`src/hdl/wvenv_pkg.sv`:
```
`timescale 1ns / 1ps
// Shared types and constants for the wavetable voice envelope core.
// No dependencies; imported by the controller, datapath and top level.
package wvenv_pkg;

    localparam int SAMPLE_BITS = 16;
    localparam int ROUND_SHIFT = 6 + SAMPLE_BITS;
    localparam int DIV_STEPS   = 15;

    localparam logic [1:0] ACT_START  = 2'd0;
    localparam logic [1:0] ACT_LOAD   = 2'd1;
    localparam logic [1:0] ACT_RENDER = 2'd2;

    localparam logic [2:0] REG_PHASE_STEP  = 3'd0;
    localparam logic [2:0] REG_ATTACK_LEN  = 3'd1;
    localparam logic [2:0] REG_HOLD_LEN    = 3'd2;
    localparam logic [2:0] REG_HOLD_FADE   = 3'd3;
    localparam logic [2:0] REG_SOURCE_LEN  = 3'd4;
    localparam logic [2:0] REG_SOURCE_FADE = 3'd5;
    localparam logic [2:0] REG_VOLUME      = 3'd6;
    localparam logic [2:0] REG_TABLE_SIZE  = 3'd7;

    localparam logic [1:0] TERM_ATTACK = 2'd0;
    localparam logic [1:0] TERM_HOLD   = 2'd1;
    localparam logic [1:0] TERM_SOURCE = 2'd2;

    localparam logic [15:0] Q_ONE = 16'h8000;

    localparam int IN_BYTES  = 8;
    localparam int OUT_BYTES = 6;

    typedef struct packed {
        logic       accept;
        logic       kill;
        logic       amp_init;
        logic       div_load;
        logic       div_step;
        logic       amp_mul;
        logic       prod1;
        logic       prod2;
        logic       advance;
        logic       out_load;
        logic [1:0] term;
    } cmd_t;

    typedef struct packed {
        logic [1:0] act;
        logic       note_active;
        logic       ended;
        logic       term_en;
        logic       out_free;
    } sts_t;

endpackage

```
`src/hdl/wvenv_ctrl.sv`:
```
`timescale 1ns / 1ps
// Sequencer for the voice core: walks a render of an active note through check,
// envelope division, scaling and output, other requests to output. Depends on wvenv_pkg.
module wvenv_ctrl (
    input  logic                 aclk,
    input  logic                 aresetn,
    input  logic                 s_tvalid,
    output logic                 s_tready,
    input  wvenv_pkg::sts_t      sts,
    output wvenv_pkg::cmd_t      cmd
);
    import wvenv_pkg::*;

    typedef enum logic [3:0] {
        S_IDLE, S_CHECK, S_TERM, S_DIV, S_MUL, S_PROD1, S_PROD2, S_ADV, S_OUT
    } state_t;

    state_t     state_reg, state_next;
    logic [1:0] term_reg, term_next;
    logic [3:0] cnt_reg, cnt_next;

    always_comb begin
        state_next = state_reg;
        term_next  = term_reg;
        cnt_next   = cnt_reg;
        cmd        = '0;
        cmd.term   = term_reg;
        case (state_reg)
            S_IDLE: begin
                if (s_tvalid) begin
                    cmd.accept = 1'b1;
                    if (sts.act == ACT_RENDER && sts.note_active)
                        state_next = S_CHECK;
                    else
                        state_next = S_OUT;
                end
            end
            S_CHECK: begin
                if (sts.ended) begin
                    cmd.kill   = 1'b1;
                    state_next = S_OUT;
                end else begin
                    cmd.amp_init = 1'b1;
                    term_next    = TERM_ATTACK;
                    state_next   = S_TERM;
                end
            end
            S_TERM: begin
                if (sts.term_en) begin
                    cmd.div_load = 1'b1;
                    cnt_next     = '0;
                    state_next   = S_DIV;
                end else if (term_reg == TERM_SOURCE) begin
                    state_next = S_PROD1;
                end else begin
                    term_next = term_reg + 2'd1;
                end
            end
            S_DIV: begin
                cmd.div_step = 1'b1;
                cnt_next     = cnt_reg + 4'd1;
                if (cnt_reg == 4'(DIV_STEPS - 1))
                    state_next = S_MUL;
            end
            S_MUL: begin
                cmd.amp_mul = 1'b1;
                if (term_reg == TERM_SOURCE) begin
                    state_next = S_PROD1;
                end else begin
                    term_next  = term_reg + 2'd1;
                    state_next = S_TERM;
                end
            end
            S_PROD1: begin
                cmd.prod1  = 1'b1;
                state_next = S_PROD2;
            end
            S_PROD2: begin
                cmd.prod2  = 1'b1;
                state_next = S_ADV;
            end
            S_ADV: begin
                cmd.advance = 1'b1;
                state_next  = S_OUT;
            end
            S_OUT: begin
                if (sts.out_free) begin
                    cmd.out_load = 1'b1;
                    state_next   = S_IDLE;
                end
            end
            default: state_next = S_IDLE;
        endcase
    end

    assign s_tready = (state_reg == S_IDLE);

    always_ff @(posedge aclk) begin
        if (!aresetn) begin
            state_reg <= S_IDLE;
            term_reg  <= TERM_ATTACK;
            cnt_reg   <= '0;
        end else begin
            state_reg <= state_next;
            term_reg  <= term_next;
            cnt_reg   <= cnt_next;
        end
    end

endmodule

```
`config.mk`:
```
export PLATFORM = sky130hd
export DESIGN_NAME = wvenv_ctrl
export DESIGN_NICKNAME = d
export VERILOG_FILES = /design/src/hdl/wvenv_pkg.sv /design/src/hdl/wvenv_ctrl.sv
export SDC_FILE = /design/constraint.sdc
export NUM_CORES = 1
export LEC_CHECK = 0
export BUFFER_PORTS_ARGS = -buffer_cell sky130_fd_sc_hd__clkbuf_2
export CAP_MARGIN = 20
export CELL_PAD_IN_SITES_DETAIL_PLACEMENT = 1
export CELL_PAD_IN_SITES_GLOBAL_PLACEMENT = 1
export CORE_MARGIN = 1.5
export CORE_UTILIZATION = 37
export DETAILED_ROUTE_END_ITERATION = 6
export PLACE_DENSITY_LB_ADDON = 0.1
export SYNTH_ARGS = -nofsm -noshare
export SYNTH_HDL_FRONTEND = slang
export SYNTH_SLANG_ARGS = --single-unit
```
`constraint.sdc`:
```
create_clock -name aclk -period 1.6 [get_ports aclk]
set_clock_uncertainty 0.1 [all_clocks]
set_input_delay 0.32 -clock aclk [delete_from_list [all_inputs] [get_ports aclk]]
set_output_delay 0.32 -clock aclk [all_outputs]
set_load 0.02 [all_outputs]
```
==> summary.txt, run 1 <==
Status: finished, violations left
Failing checks: negative setup slack
Clk_lat worst skew: 0.28 ns
Sequential share of the synthesized area: 24.69%
Leakage: 0.6118 nW
Slew headroom: 66.15%
Core area: 2022 µm²
Largest net degree at the start of global routing: 12
Max frequency: 0.5623 GHz
Final Max Tran Viols: 0
Drt pass-1 iters: 4
Vias in the first global route: 977
Dominant synthesized flop cell: dfxtp_1
Hold Crit Class: input port to register
Post-DP HPWL: 1972 µm
Worst Path Max Fanout: 5
Cell row count: 16
Register area: 216.5 µm²
Critical path arrival: 1.36 ns
Peak VDD IR: 921.8 µV
Clock Tree Buf Depth: 2
Gp weighted congestion: 0.8527
Max Cap Viol: 0
Final Hold Viols: 0
Synth unique cells: 41
Multi-input logic area: 674.4 µm²
FF-to-FF Start: state_reg[2]
Pwr Density: 1328 nW/µm²
Chip height: 49.81 µm
Crit-path cells: buf_6 -> nor4_4 -> and2_1 -> clkbuf_8
Crit path to: cmd[11]
CTS tree: built
Crit path launch type: register
IO Count: 22
Mapped Cells: 97
Routed len/inst: 24.50 µm
Minimum clock period after layout: 1.778 ns
Overall global routing resource usage: 27.89%
Crit path capture type: primary output
Tot Pwr: 1.908 mW
Mapped Area: 810.8 µm²
DRT antenna net count: 0
Antenna Diode Count: 0
Nets: 160
Starting DRT DRC Count: 30
Worst Setup SP: state_reg[0]
Kind of critical path: register to primary output
CTS buffer count: 3
Area Overhead vs Synth: 77.16%
Post-Syn Nets: 110
Total global routing overflow: 0
Most common cell after layout, fill and taps aside: buf_4
Hold path startpoint: aresetn
RSZ-0062 raised after global routing: true
Count of input and output buffers: 21
Via count: 1010
First-pass GRT wire length: 5050 µm
Post-layout util: 71.04%
Hold Buf Count CTS: 0
Via-to-Cell Ratio: 5.838
Commonest non-fill, non-tap cells in the layout: 21 x buf_4, 11 x buf_6, 10 x clkbuf_2
FF+latch count, synth: 10
Clock transition at the registers of the reported paths: 0.08 ns
H-Tree Depth: 1
Synth async-reset ratio: 0%
Worst Tran Pin Value: 0.5009 ns
Antenna violations before repair: 0
Worst r2r dst: cnt_reg[0]
Final setup margin: -0.1785 ns
Full die area: 2481 µm²
Number of cells on the worst reg-to-reg path: 8
Die W: 49.81 µm
Tcrit/Tclk final: 111.2%
CP peak stage delay: 0.38 ns
Drt drc: 0
Fillers: 212
Layout cells sized above 1: 63.01%
EDFF count, synth: 0
Initial core utilization: 40.10%
CP max stage cell: dfxtp_4
Clock sinks: 10
Setup slack, reg-to-reg: -0.08 ns
Syn_area_per_cell: 8.359 µm²
Post-Route WL: 4239 µm
Yosys warnings: 0
CTS Root Cell: clkbuf_4
Data required, critical path: 1.18 ns
# setup viols final: 18
synthesized netlist by cell type, types with 2 or more instances:
cell      instances  area, µm²
nand2_1          11      41.29
dfxtp_1          10      200.2
nor2_1            9      33.78
nand3_1           5      25.02
ha_1              4      50.05
inv_1             4      15.01
mux2i_1           4      40.04
nand2b_1          4      25.02
nor3_1            4      20.02
nor4_1            4      25.02
a31oi_1           2      12.51
buf_2             2      10.01
buf_4             2      15.01
buf_6             2      22.52
inv_2             2      7.510
nor2_2            2      12.51
xor2_1            2      17.52
per-stage QoR:
stage	cell area [µm²]	hold WS, ns	TNS, ns	std cells	setup slack [ns]
after CTS	1274	0.3099	-0.6642	165	-0.1348
after floorplan	837.1	0.3327	-0.5384	97	-0.1700
final	1436	0.3217	-1.030	173	-0.1785
after detailed placement	1050	0.3781	-0.04138	153	-0.01388
after global routing	1436	0.3400	-1.887	173	-0.1974
after global placement	1050	0.3568	0	153	0.04231
report_power, final:
group / switching, mW / internal (mW)
Combinational: 0.633 / 0.647
Sequential: 0.0849 / 0.297
Clock: 0.107 / 0.139
worst max-delay path, delay by kind of cell, from the launching register on:
kind | cells | cell delay (ns)
AND/OR/NAND/NOR | 2 | 0.42
flip-flops | 1 | 0.38
buffers and inverters | 2 | 0.28
repair_timing:
action	in CTS	in global routing
resized for setup	36	34
setup buffers	8	8
endpoints found under the setup margin	16	17
pin swaps	6	8
how the worst min path moves through the flow:
stage                   end  slack, ns  cells after the start
2_1_floorplan    cnt_reg[3]       0.33                      1
3_3_place_gp     cnt_reg[3]       0.36                      1
3_5_place_dp     cnt_reg[3]       0.38                      1
4_1_cts        state_reg[0]       0.31                      4
5_1_grt        state_reg[1]       0.34                      2
6_report       state_reg[1]       0.32                      2
cell families after synthesis:
group | share of synthesized area (%)
simple gates | 37.35
compound gates | 15.59
buf+inv | 9.104
flops | 24.69
mux | 4.938
fa+ha+maj | 6.173
xor+xnor | 2.161
metal layers:
metal | up-vias | wire length (µm) | GRT usage, %
met4 | 0 | 197 | 9.722
met2 | 48 | 2254 | 47.78
met1 | 492 | 1540 | 33.58
li1 | 448 | - | -
met5 | - | 0 | 0
met3 | 22 | 246 | 6.970
layout make-up:
| class | instances | share of cell area [%] |
|---|---|---|
| Timing Repair Buffer | 52 | 31.53 |
| Clock buffer | 4 | 2.526 |
| Sequential cell | 10 | 15.07 |
| Tap cell | 27 | 2.352 |
| Inverter | 6 | 1.568 |
| Multi-Input combinational cell | 74 | 46.95 |
(Power assumes the default switching activity.)
==> inputs of run 2 (changes only) <==
RECOVER_POWER = 25   (was default)
==> run 2 against run 1 <==
  * The flow still finishes with violations (negative setup slack)
  * Critical path depth stayed put
  * Final area hardly changed
  * Sequential power hardly changed
  * Via count hardly changed
  * Wire length hardly changed
  * First-iteration DRC count stayed put
  * Core utilization is 0.062 points lower
  * Clock power hardly changed
  * Fmax stayed put
  * Register-to-register slack hardly changed
  * Largest cell class unchanged
  * Highest routed layer unchanged
==> summary.txt, run 2 (same netlist as run 1, synthesis figures left out) <==
Kind of critical path: register to primary output
Antenna violations before repair: 0 (unchanged)
CTS tree: built
Failing checks: negative setup slack
Crit path capture type: primary output
Post-DP HPWL: 1972 µm (unchanged)
Tcrit/Tclk final: 111.2% (unchanged)
Hold path startpoint: aresetn
Layout cells sized above 1: 62.33% (-0.68 points)
Leakage: 0.6083 nW (-0.57%)
Fillers: 212 (unchanged)
Met1 Track Usage GR: 33.58% (unchanged)
Worst Path Max Fanout: 5 (unchanged)
Area Overhead vs Synth: 77.01% (about the same)
Count of input and output buffers: 21 (unchanged)
Critical path arrival: 1.36 ns (about the same)
Register area: 216.5 µm² (unchanged)
Switching pwr: 0.8250 mW (about the same)
Final hold slack: 0.3216 ns (-0.00009000 ns)
Antenna Diode Count: 0 (unchanged)
Commonest non-fill, non-tap cells in the layout: 21 x buf_4, 11 x buf_6, 9 x clkbuf_2
Total global routing overflow: 0 (unchanged)
Max frequency: 0.5623 GHz (unchanged)
Vias in the first global route: 977 (unchanged)
Chip height: 49.81 µm (unchanged)
Internal power: 1.083 mW (about the same)
Final Hold Viols: 0 (unchanged)
Sequential group share of total power: 20.0% (about the same)
Max Cap Viol: 0 (unchanged)
Status: finished, violations left
Minimum clock period after layout: 1.778 ns (unchanged)
Clock transition at the registers of the reported paths: 0.08 ns (about the same)
Final setup margin: -0.1785 ns (unchanged)
Initial core utilization: 40.10% (unchanged)
Drt drc: 0 (unchanged)
Post-layout util: 70.98% (about the same)
CP delay by family, top: simple AND/OR/NAND/NOR gates
Via-to-Cell Ratio: 5.844 (about the same)
Setup slack, reg-to-reg: -0.08 ns (about the same)
Core area: 2022 µm² (unchanged)
Largest net degree at the start of global routing: 12 (unchanged)
GR peak layer: met2
Sw Share: 43.25% (about the same)
FF-to-FF Start: state_reg[2]
Clk network pwr share: 12.9% (about the same)
Cell row count: 16 (unchanged)
CP max stage cell: dfxtp_4
Multi-input logic area: 674.4 µm² (unchanged)
Grt met3 use: 6.970% (unchanged)
Worst Tran Pin Value: 0.5009 ns (+0.0000004768 ns)
Crit path launch type: register
Hold Crit Class: input port to register
CP Buf/Inv Count: 2 (unchanged)
Via count: 1011 (+0.099%)
Full die area: 2481 µm² (unchanged)
Drt pass-1 iters: 4 (unchanged)
DRT antenna net count: 0 (unchanged)
Post-Route WL: 4241 µm (about the same)
# setup viols final: 18 (unchanged)
Nets: 160 (unchanged)
Crit-path cells: buf_6 -> nor4_4 -> and2_1 -> clkbuf_8
Die W: 49.81 µm (unchanged)
Met2 usage: 47.78% (unchanged)
Most common cell after layout, fill and taps aside: buf_4
Starting DRT DRC Count: 30 (unchanged)
Slew headroom: 66.15% (unchanged)
CP peak stage delay: 0.38 ns (about the same)
CTS Root Cell: clkbuf_4
Combinational power share: 67.1% (about the same)
H-Tree Depth: 1 (unchanged)
CTS buffer count: 3 (unchanged)
Clock Tree Buf Depth: 2 (unchanged)
Pwr Density: 1329 nW/µm² (about the same)
RSZ-0062 raised after global routing: true
Peak VDD IR: 922.5 µV (about the same)
First-pass GRT wire length: 5050 µm (unchanged)
Overall global routing resource usage: 27.89% (unchanged)
Final Max Tran Viols: 0 (unchanged)
Worst Setup SP: state_reg[0]
Gp weighted congestion: 0.8527 (unchanged)
IO Count: 22 (unchanged)
Clock sinks: 10 (unchanged)
Data required, critical path: 1.18 ns (about the same)
Routed len/inst: 24.51 µm (about the same)
Clk_lat worst skew: 0.28 ns (about the same)
Tot Pwr: 1.908 mW (about the same)
[run 2: cell counts in the layout (fill, tap and decap cells not counted)]
Identical to the previous run, type by type.
[run 2: cell type report]
cell class	instances	share of cell area (%)
multi-input cells	74	46.99
repair buffers	52	31.47
flip-flops and latches	10	15.08
clock buffers	4	2.528
well taps	27	2.354
inverters	6	1.569
[run 2: worst paths after layout]
path | endpoint | depth (start not counted)
worst min register to register | state_reg[2] | 1
worst max register to register | cnt_reg[0] | 8
worst min-delay path | state_reg[1] | 2
worst max-delay path | cmd[11] | 4
[run 2: what timing repair did]
action                                  4_1_cts  5_1_grt
pin swaps                                     6        8
hold buffers                                  0        0
gates resized for setup                      36       34
buffers inserted                              8        8
endpoints found under the setup margin       16       17
[run 2: power groups by stage]
stage	clock network, mW	logic (mW)	registers, mW
final	0.245	1.28	0.382
after global routing	0.252	1.33	0.386
after CTS	0.237	0.996	0.372
after detailed placement	0	0.806	0.361
after global placement	0	0.777	0.357
after floorplan	0	0.594	0.314
[run 2: worst register-to-register path, cell delays in order (launching register included)]
cell     delay [ns]
dfxtp_4        0.41
and2b_1        0.24
nand3_2        0.11
inv_2          0.06
buf_4          0.13
buf_4          0.13
buf_4          0.14
nor3_1         0.16
o21a_1         0.16
[run 2: per-layer routing]
metal  vias up  share of wire [%]
met5         -                  0
met4         0                4.6
met3        22                5.8
met2        48                 53
met1       493                 36
li1        448                  -
[run 2: metrics by stage]
stage | instance area, µm² | std cells | setup slack, ns | setup TNS [ns]
after floorplan | 837.1 | 97 | -0.1700 | -0.5384
after global routing | 1435 | 173 | -0.1974 | -1.887
final | 1435 | 173 | -0.1785 | -1.029
after detailed placement | 1050 | 153 | -0.01388 | -0.04138
after CTS | 1274 | 165 | -0.1348 | -0.6642
after global placement | 1050 | 153 | 0.04231 | 0
==> inputs of run 3 (changes only) <==
CELL_PAD_IN_SITES_DETAIL_PLACEMENT = default   (was 1)
CELL_PAD_IN_SITES_GLOBAL_PLACEMENT = default   (was 1)
CORE_UTILIZATION = 50   (was 37)
PLACE_DENSITY = 0.77   (was default)
PLACE_DENSITY_LB_ADDON = default   (was 0.1)
==> run 3 against run 2 <==
  * The flow still finishes with violations (negative setup slack)
  * Non-clock buffer count fell by 4
  * Fmax decreased by 2.1%
  * First-iteration DRC count is 93% higher
  * Register-to-register slack lost 0.08 ns
  * Die area down 25%
  * Flip-flop and latch count unchanged
  * Clock power is 2% lower
  * Global-route usage up 1.2 points
  * Core utilization grew 20 points
  * Critical endpoint unchanged
==> summary.txt, run 3 (same netlist as run 1, synthesis figures left out) <==
Status: finished, violations left
Failing checks: negative setup slack
Count of input and output buffers: 21 (unchanged)
CTS buffer count: 3 (unchanged)
Cell row count: 14 (-2)
Commonest non-fill, non-tap cells in the layout: 21 x buf_4, 10 x buf_6, 9 x clkbuf_2
Clock Tree Buf Depth: 2 (unchanged)
Layout cells sized above 1: 59.15% (-3.2 points)
CTS tree: built
Clk_lat worst skew: 0.28 ns (about the same)
CP max stage cell: dfxtp_4
Die W: 43.27 µm (-13%)
CP peak stage delay: 0.37 ns (about the same)
DRT antenna net count: 0 (unchanged)
Via count: 983 (-2.8%)
Largest net degree at the start of global routing: 12 (unchanged)
Via-to-Cell Ratio: 6.222 (+6.5%)
Crit-path cells: buf_6 -> nor4_4 -> and2_1 -> clkbuf_8
Kind of critical path: register to primary output
Nets: 156 (-2.5%)
Data required, critical path: 1.18 ns (about the same)
Clock sinks: 10 (unchanged)
Vias in the first global route: 859 (-12%)
Total global routing overflow: 0 (unchanged)
Final Hold Viols: 0 (unchanged)
Pwr Density: 1324 nW/µm² (-0.36%)
Clock transition at the registers of the reported paths: 0.08 ns (about the same)
Peak VDD IR: 771.9 µV (-16%)
Worst Setup SP: state_reg[3]
First-pass GRT wire length: 3974 µm (-21%)
RSZ-0062 raised after global routing: true
Hold Crit Depth: 2 (unchanged)
Antenna Diode Count: 0 (unchanged)
Crit path launch type: register
Overall global routing resource usage: 29.11% (+1.2 points)
Hold Path End: state_reg[1]
Hold path startpoint: aresetn
CTS Root Cell: clkbuf_4
Worst Path Max Fanout: 4 (-1)
Final setup margin: -0.2170 ns (-0.03850 ns)
Starting DRT DRC Count: 58 (+93%)
Gp weighted congestion: 0.9179 (+7.6%)
Post-Route WL: 3304 µm (-22%)
Clk network pwr share: 13.2% (+0.3 points)
Drt drc: 0 (unchanged)
Chip height: 43.27 µm (-13%)
Initial core utilization: 53.82% (+14 points)
H-Tree Depth: 1 (unchanged)
Hold Buf Count CTS: 0 (unchanged)
# setup viols final: 17 (-1)
FF-to-FF Start: state_reg[3]
Fillers: 63 (-70%)
Slew headroom: 75.83% (+9.7 points)
Most common cell after layout, fill and taps aside: buf_4
Routed len/inst: 20.91 µm (-15%)
Final Max Tran Viols: 0 (unchanged)
Area Overhead vs Synth: 69.29%
Setup slack, reg-to-reg: -0.16 ns (-0.08 ns)
Internal power: 1.049 mW (-3.1%)
Setup TNS: -1.589 ns (-0.5601 ns)
Max frequency: 0.5504 GHz (-2.1%)
Worst r2r dst: state_reg[1]
Max Cap Viol: 0 (unchanged)
Number of cells on the worst reg-to-reg path: 8 (unchanged)
Worst Tran Pin Value: 0.3616 ns (-0.1393 ns)
IO Count: 22 (unchanged)
Tcrit/Tclk final: 113.6% (+2.4 points)
Sw Share: 42.32% (-0.93 points)
Drt pass-1 iters: 4 (unchanged)
Switching pwr: 0.7693 mW (-6.8%)
Full die area: 1872 µm² (-25%)
Crit path capture type: primary output
Combinational power share: 68.0% (+0.9 points)
Hold Crit Class: input port to register
Antenna violations before repair: 0 (unchanged)
Final hold slack: 0.3030 ns (-0.01858 ns)
Critical path arrival: 1.40 ns (+0.04 ns)
Leakage: 0.5907 nW (-2.9%)
Core area: 1506 µm² (-25%)
Minimum clock period after layout: 1.817 ns (+0.03850 ns)
Post-DP HPWL: 1535 µm (-22%)
Sequential group share of total power: 18.8% (-1.2 points)
[run 3: changes by cell type in the layout (fill, tap and decap cells not counted), sizes merged]
cell	change
buf	-4
[run 3: through the flow]
stage	std cells	cell area, µm²	worst slack [ns]	total power [mW]	util (%)
2_1_floorplan	97	837.1	-0.1700	0.9088	-
3_3_place_gp	140	1008	0.06241	1.097	66.94
3_5_place_dp	140	1008	0.04336	1.117	66.94
4_1_cts	154	1256	-0.1811	1.586	83.39
5_1_grt	158	1373	-0.2698	1.868	91.11
6_report	158	1373	-0.2170	1.818	91.11
[run 3: how the worst max path moves through the flow]
stage              end  slack [ns]  cells after the start
5_1_grt        cmd[10]       -0.27                      4
3_5_place_dp   cmd[11]        0.04                      4
4_1_cts        cmd[11]       -0.18                      4
6_report       cmd[11]       -0.22                      4
3_3_place_gp   cmd[10]        0.06                      3
2_1_floorplan   cmd[2]       -0.17                      3
[run 3: final cells by class]
type | instances | area, µm² | share of cell area (%)
multi-input cells | 74 | 673.1 | 49.04
well taps | 16 | 20.02 | 1.459
inverters | 6 | 22.52 | 1.641
repair buffers | 48 | 406.6 | 29.63
clock buffers | 4 | 36.28 | 2.644
flip-flops and latches | 10 | 214.0 | 15.59
[run 3: what timing repair did]
action / 4_1_cts / 5_1_grt
setup endpoints to repair: 11 / 17
pin swaps: 7 / 10
resized for setup: 37 / 27
setup buffers: 10 / 5
[run 3: power groups by stage]
stage          logic (mW)  clock network [mW]  registers [mW]
2_1_floorplan       0.594                   0           0.314
3_3_place_gp        0.763                   0           0.334
3_5_place_dp        0.780                   0           0.338
4_1_cts              1.01               0.241           0.335
5_1_grt              1.27               0.254           0.342
6_report             1.24               0.241           0.341
[run 3: routing by layer]
layer,part of all wire (%),routed length [µm],global-route usage (%)
met3,6.8,224,8.085
met4,5.1,167,11.52
met2,46,1514,49.25
met5,0,0,0
met1,42,1397,34.20
[run 3: critical path, delay by kind of cell (launching register included)]
kind | cells | cell delay, ns
buffers and inverters | 2 | 0.27
DFF | 1 | 0.37
and+or+nand+nor | 2 | 0.48
